==> config.mk <==
export PLATFORM = sky130hd
export DESIGN_NAME = sliding_window_quality_trim_top
export DESIGN_NICKNAME = d
export VERILOG_FILES = /design/src/rtl/swqt_pkg.sv /design/src/rtl/sliding_window_quality_trim_top.sv
export SDC_FILE = /design/constraint.sdc
export NUM_CORES = 1
export LEC_CHECK = 0
export ABC_AREA = 1
export BUFFER_PORTS_ARGS = -buffer_cell sky130_fd_sc_hd__clkbuf_2
export CELL_PAD_IN_SITES_DETAIL_PLACEMENT = 0
export CELL_PAD_IN_SITES_GLOBAL_PLACEMENT = 1
export CORE_MARGIN = 4
export CORE_UTILIZATION = 30
export DETAILED_ROUTE_END_ITERATION = 8
export PLACE_DENSITY = 0.55
export SYNTH_ARGS = -nofsm -noshare
export SYNTH_HDL_FRONTEND = slang
export SYNTH_SLANG_ARGS = --single-unit
export TNS_END_PERCENT = 1
==> constraint.sdc <==
create_clock -name clk_i -period 6.55 [get_ports clk_i]
set_input_delay 0.9825 -clock clk_i [delete_from_list [all_inputs] [get_ports clk_i]]
set_output_delay 0.9825 -clock clk_i [all_outputs]
set_load 0.05 [all_outputs]
==> src/rtl/swqt_pkg.sv <==
// Constants and types shared by the sliding window quality trimmer.
`default_nettype none
package swqt_pkg;

  localparam int unsigned MaxLen  = 1024;
  localparam int unsigned Window  = 6;
  localparam int unsigned QualW   = 8;
  localparam int unsigned LenW    = 11;
  localparam int unsigned PosW    = $clog2(MaxLen + 1);
  localparam int unsigned SumW    = $clog2(Window * ((1 << QualW) - 1) + 1);
  localparam int unsigned CfgIdxW = 2;
  localparam int unsigned CfgDatW = 11;
  localparam int unsigned OutDatW = ((LenW + 7) / 8) * 8;
  localparam int unsigned OutUsrW = 2;

  typedef logic [CfgIdxW-1:0] cfg_idx_t;

  localparam cfg_idx_t RegMinQuality = cfg_idx_t'(0);
  localparam cfg_idx_t RegMinLength  = cfg_idx_t'(1);

  localparam logic [PosW-1:0] PosMax    = PosW'(MaxLen);
  localparam logic [PosW-1:0] PosWindow = PosW'(Window);

endpackage
`default_nettype wire

==> src/rtl/sliding_window_quality_trim_top.sv <==
// Sliding window quality trimmer: one quality character per transaction, one result per read.
//
// Input stream (s_axis): one quality byte per transaction in tdata, tlast on the
// final character of a read. Output stream (m_axis): one transaction per read,
// issued for the character that carries tlast, with the kept length in tdata
// and the passed / window_failed flags in tuser.
// Configuration: cfg_index_i selects min_quality (0) or min_length (1); any
// other index is ignored. Writes are always taken (cfg_ready_o is high) and
// are meant to happen only while no read is in flight.
// Throughput: one character per cycle. The window sum, the threshold compare
// and the cut decision are settled in the cycle a character is taken; the
// running state and the output register are loaded at that edge.
// The result is registered: m_axis_tvalid rises in the cycle after the tlast character is taken.
// Stall: the output register holds its result while m_axis_tready is low;
// s_axis_tready then drops, so no further character is taken until the
// result is delivered. With the output register empty or draining, input
// continues without a bubble.
// Reset: state and the output valid clear; min_quality returns to 52 and
// min_length to 50. No clearing pass is needed.
`default_nettype none
module sliding_window_quality_trim_top (
  input  wire logic                              clk_i,
  input  wire logic                              rst_ni,
  // configuration write channel
  input  wire logic                              cfg_valid_i,
  output      logic                              cfg_ready_o,
  input  wire logic [swqt_pkg::CfgIdxW-1:0]      cfg_index_i,
  input  wire logic [swqt_pkg::CfgDatW-1:0]      cfg_data_i,
  // character stream
  input  wire logic                              s_axis_tvalid,
  output      logic                              s_axis_tready,
  input  wire logic [swqt_pkg::QualW-1:0]        s_axis_tdata,  // [7:0] quality_char
  input  wire logic                              s_axis_tlast,  // last_char
  // result stream
  output      logic                              m_axis_tvalid,
  input  wire logic                              m_axis_tready,
  output      logic [swqt_pkg::OutDatW-1:0]      m_axis_tdata,  // [10:0] kept_length, rest 0
  output      logic [swqt_pkg::OutUsrW-1:0]      m_axis_tuser   // [0] passed, [1] window_failed
);

  localparam int unsigned PosW  = swqt_pkg::PosW;
  localparam int unsigned SumW  = swqt_pkg::SumW;
  localparam int unsigned QualW = swqt_pkg::QualW;
  localparam int unsigned LenW  = swqt_pkg::LenW;
  localparam int unsigned Win   = swqt_pkg::Window;

  // configuration registers
  logic [QualW-1:0] min_quality_q;
  logic [LenW-1:0]  min_length_q;

  // read state
  logic [QualW-1:0] win_q [Win];
  logic [SumW-1:0]  sum_q, sum_d;
  logic [PosW-1:0]  pos_q, pos_d;
  logic             cut_q;
  logic [PosW-1:0]  cut_pt_q;

  // output register
  logic             out_valid_q;
  logic [LenW-1:0]  kept_q, kept_d;
  logic             passed_q, passed_d;
  logic             failed_q, failed_d;

  logic             in_xfer;
  logic             active;
  logic             full_win;
  logic [SumW-1:0]  sum_add;
  logic [SumW-1:0]  thresh;
  logic             cut_hit;
  logic [PosW-1:0]  cut_pt_new;
  logic [PosW-1:0]  kept_pos;

  assign cfg_ready_o   = 1'b1;
  assign s_axis_tready = !out_valid_q || m_axis_tready;
  assign in_xfer       = s_axis_tvalid && s_axis_tready;

  always_ff @(posedge clk_i or negedge rst_ni) begin
    if (!rst_ni) begin
      min_quality_q <= QualW'(52);
      min_length_q  <= LenW'(50);
    end else if (cfg_valid_i) begin
      unique case (cfg_index_i)
        swqt_pkg::RegMinQuality: min_quality_q <= cfg_data_i[QualW-1:0];
        swqt_pkg::RegMinLength:  min_length_q  <= cfg_data_i[LenW-1:0];
        default: ;
      endcase
    end
  end

  // window arithmetic for the character on the input
  always_comb begin
    active     = pos_q < swqt_pkg::PosMax;
    full_win   = pos_q >= swqt_pkg::PosWindow;
    sum_add    = sum_q + SumW'(s_axis_tdata);
    sum_d      = full_win ? (sum_add - SumW'(win_q[0])) : sum_add;
    thresh     = SumW'(SumW'(min_quality_q) * SumW'(Win));
    cut_hit    = active && full_win && !cut_q && (sum_d < thresh);
    cut_pt_new = pos_q - swqt_pkg::PosWindow;
    pos_d      = active ? (pos_q + PosW'(1)) : pos_q;

    if (cut_hit) begin
      kept_pos = cut_pt_new;
    end else if (cut_q) begin
      kept_pos = cut_pt_q;
    end else begin
      kept_pos = pos_d;
    end
    kept_d   = kept_pos[LenW-1:0];
    passed_d = kept_d >= min_length_q;
    failed_d = cut_q || cut_hit;
  end

  always_ff @(posedge clk_i or negedge rst_ni) begin
    if (!rst_ni) begin
      sum_q    <= '0;
      pos_q    <= '0;
      cut_q    <= 1'b0;
      cut_pt_q <= '0;
    end else if (in_xfer) begin
      if (s_axis_tlast) begin
        sum_q    <= '0;
        pos_q    <= '0;
        cut_q    <= 1'b0;
        cut_pt_q <= '0;
      end else if (active) begin
        sum_q <= sum_d;
        pos_q <= pos_d;
        if (cut_hit) begin
          cut_q    <= 1'b1;
          cut_pt_q <= cut_pt_new;
        end
      end
    end
  end

  // character history; older entries are only read once refilled by the read
  always_ff @(posedge clk_i) begin
    if (in_xfer && active) begin
      for (int k = 0; k < Win - 1; k++) begin
        win_q[k] <= win_q[k+1];
      end
      win_q[Win-1] <= s_axis_tdata;
    end
  end

  always_ff @(posedge clk_i or negedge rst_ni) begin
    if (!rst_ni) begin
      out_valid_q <= 1'b0;
    end else if (in_xfer && s_axis_tlast) begin
      out_valid_q <= 1'b1;
    end else if (m_axis_tready) begin
      out_valid_q <= 1'b0;
    end
  end

  always_ff @(posedge clk_i) begin
    if (in_xfer && s_axis_tlast) begin
      kept_q   <= kept_d;
      passed_q <= passed_d;
      failed_q <= failed_d;
    end
  end

  assign m_axis_tvalid = out_valid_q;
  assign m_axis_tdata  = swqt_pkg::OutDatW'(kept_q);
  assign m_axis_tuser  = {failed_q, passed_q};

`ifndef SYNTHESIS
  a_pos_bound: assert property (@(posedge clk_i) disable iff (!rst_ni)
    pos_q <= swqt_pkg::PosMax)
    else $error("position ran past the maximum length");

  a_cut_after_window: assert property (@(posedge clk_i) disable iff (!rst_ni)
    cut_q |-> (pos_q > swqt_pkg::PosWindow) && (cut_pt_q < pos_q))
    else $error("cut recorded before a full window was tested");

  a_clear_on_last: assert property (@(posedge clk_i) disable iff (!rst_ni)
    (in_xfer && s_axis_tlast) |=> (pos_q == '0) && !cut_q && (sum_q == '0))
    else $error("read state not cleared after the last character");

  a_kept_bound: assert property (@(posedge clk_i) disable iff (!rst_ni)
    (out_valid_q && failed_q) |-> (kept_q < LenW'(swqt_pkg::MaxLen - Win)))
    else $error("cut point beyond the last testable window");

  a_no_drop: assert property (@(posedge clk_i) disable iff (!rst_ni)
    (out_valid_q && !m_axis_tready) |-> !s_axis_tready)
    else $error("input taken while a result is stalled");
`endif

endmodule
`default_nettype wire
==> results.tsv <==
stage	metric	value	unit
routing	final wirelength	15490	µm
clocking	clock-pin slew on the worst setup and hold paths	0.06	ns
synth	top-area cell type share of the netlist area	28.15	%
clocking	CTS tree	done	
clocking	clock sink count	115	
clocking	total CTS buffers	17	
sta	Fin Setup TNS	0	ns
placement	DP Worst Slack	0.4717	ns
floorplan	DIE AREA	24110	µm²
placement	Port Buf Inserts	41	
sta	Rel. slew slack	43.89	%
setup_path	peak per-stage delay on the critical path	0.45	ns
floorplan	DIE WIDTH	155.3	µm
grt	first-pass GRT wire length	25720	µm
power	Worst VDD drop	128.0	µV
grt	vias in the first global route	4826	
sta	FMAX	176.7	MHz
setup_path	Crit Path Max Fanout	28	
routing	Avg Vias per Cell	4.566	
floorplan	row count	53	
placement	Cells after DPL	1013	
routing	DR iter-0 viols	204	
setup_path	startpoint type of the worst setup path	primary input	
clocking	CTS H-Tree Depth	4	
floorplan	IO Pins	48	
synth	Mapped Avg Cell Area	9.127	µm²
final_layout	Finished Layout Cells	1045	
sta	worst-margin pin slew	0.8407	ns
sta	RSZ-0062 raised after global routing	false	
routing	WL/cell	14.83	µm
floorplan	Core Area	21150	µm²
synth	Synth Register Bits	115	
synth	Yosys warnings	0	
routing	DRC errors left	0	
setup_path	CP dominant cell by count	nand2_1	
power	leak pwr	3.651	nW
hold_path	hold depth	0	
synth	synth top area cells	edfxtp_1, dfrtp_1, nand2_1, ha_1, inv_1	
grt	Congestion Overflow GR	0	
clocking	clk buf depth	2	
sta	Hold Fails Final Rpt	0	
sta	Tcrit/Tclk final	86.40	%
setup_path	Reg2Reg Depth	31	
sta	Setup Viol. Count Final	0	
clocking	clock latency at the later pin of the worst-skew pair	0.42	ns
synth	post-synthesis sequential area ratio	49.03	%
synth	Yosys cell types	44	
final_layout	most common library cell in the layout ignoring fill and taps	nand2_1	
sta	Slew Limit Fails	0	
final_layout	Antenna diodes	0	
grt	largest net degree at the start of global routing	55	
run_status	outcome	finished clean	
sta	Final min period	5.659	ns
setup_path	Worst Setup Path Type	primary input to register	
routing	TritonRoute pass-1 iters	5	
setup_path	CP endpoint kind	register	
grt	Tot GR Track Use	13.61	%
job	max-cap violation count	0	
clocking	cts hold-fix bufs	0	
grt	antenna violations before repair	0	
final_layout	layout cells sized above 1	13.51	%
routing	Vias	4771	
placement	HPWL after DPL	11280	µm
synth	Post-Syn Area	6507	µm²
setup_path	Crit-path slowest cell	fa_1	
sta	final worst slack	0.8910	ns
synth	Yosys top cell by area	edfxtp_1	
final_layout	Area growth, synth to finish	16.40	%
synth	cell count after synthesis	713	
hold_path	Hold Path Class	register to register	
floorplan	initial cell density of the core	30.76	%
sta	Max Clock Skew	0.01068	ns
final_layout	most frequent cells in the layout	nand2_1, inv_1, edfxtp_1	
setup_path	Worst EP required	6.70	ns
final_layout	Total Nets Final	835	
routing	Routed Antenna Nets	0	
clocking	post-cts gate resize count	0	
placement	Routability Congestion	0.8017	
setup_path	critical path arrival	5.81	ns
clocking	CTS root buffer	clkbuf_16	
floorplan	die height	155.3	µm
clocking	Post-CTS Setup Bufs	0	
power	PD cells	332.1	nW/µm²
-- through the flow --
| step | hold slack (ns) | total power, mW | util [%] | area (µm²) |
|---|---|---|---|---|
| 3_5_place_dp | 0.4045 | 1.533 | 32.80 | 6938 |
| 5_1_grt | 0.4177 | 2.688 | 35.81 | 7575 |
| 4_1_cts | 0.4112 | 2.550 | 35.81 | 7575 |
| 2_1_floorplan | 0.4003 | 1.360 | - | 6523 |
| 3_3_place_gp | 0.4069 | 1.518 | 32.80 | 6938 |
| 6_report | 0.4102 | 2.516 | 35.81 | 7575 |
-- critical path: cells and delay by family --
family / cells / cell delay, ns
compound gates: 8 / 1.24
fa+ha+maj: 5 / 1.55
buf+inv: 4 / 0.43
simple gates: 15 / 1.60
-- synth_stat cells (all sizes together) --
cell,n
nand2,180
a21boi,3
o31ai,2
clkbuf,6
nor2,43
nand3,52
buf,18
and2,1
xor2,21
nor3,2
or2,3
a21oi,25
clkinv,1
ha,48
o21ai,61
inv,94
nand4,9
o22ai,5
conb,2
a32o,1
fa,3
a21o,2
nand3b,2
dfstp,6
o21bai,2
edfxtp,61
a31oi,2
a221oi,1
dfrtp,48
a211oi,2
xnor2,7
-- state kept, by name (all words and copies together) (netlist names), 8 cells and up --
signal / flops
min_quality_q: 8
min_length_q: 11
win_q: 48
cut_pt_q: 11
sum_q: 11
kept_q: 11
pos_q: 11
-- metal layers --
layer  vias to the layer above  track usage (%)  wire length, µm
met2                        81            20.19             6673
li1                       2433                -                -
met1                      2247            19.82             8148
met3                        10            2.976              509
met4                         0            4.293              163
met5                         -                0                0
-- final timing paths --
check                           startpoint          end  slack [ns]
setup reg to reg                  sum_q[0]     passed_q        1.20
hold / removal                 win_q[5][5]  win_q[4][5]        0.41
min in group asynchronous           rst_ni     pos_q[8]        0.72
max in group asynchronous           rst_ni     sum_q[4]        5.30
setup / recovery           s_axis_tdata[0]     passed_q        0.89
hold reg to reg                win_q[5][5]  win_q[4][5]        0.41
-- area by class of cell --
class | count | area, µm²
clock buffer | 20 | 456.7
clock inverter | 12 | 180.2
fill | 2150 | 13580
inverter | 95 | 359.1
multi-input combinational | 483 | 2809
sequential | 115 | 3191
tap | 275 | 344.1
timing repair buffer | 45 | 235.2
-- power breakdown --
part / internal (mW) / switching [mW] / total, mW / leakage, nW
sequential: 0.835 / 0.0370 / 0.872 / 1.29
combinational: 0.233 / 0.412 / 0.645 / 2.07
clock: 0.657 / 0.343 / 0.999 / 0.294
-- kinds of logic after synthesis --
family	share of synthesized area, %
AO/OA/AOI/OAI	8.960
XOR/XNOR	3.769
adder cells (fa/ha/maj)	10.15
buffers and inverters	8.152
flip-flops	49.03
other	0.1154
AND/OR/NAND/NOR	19.82
Note: power is estimated with default switching activity, not from simulation.
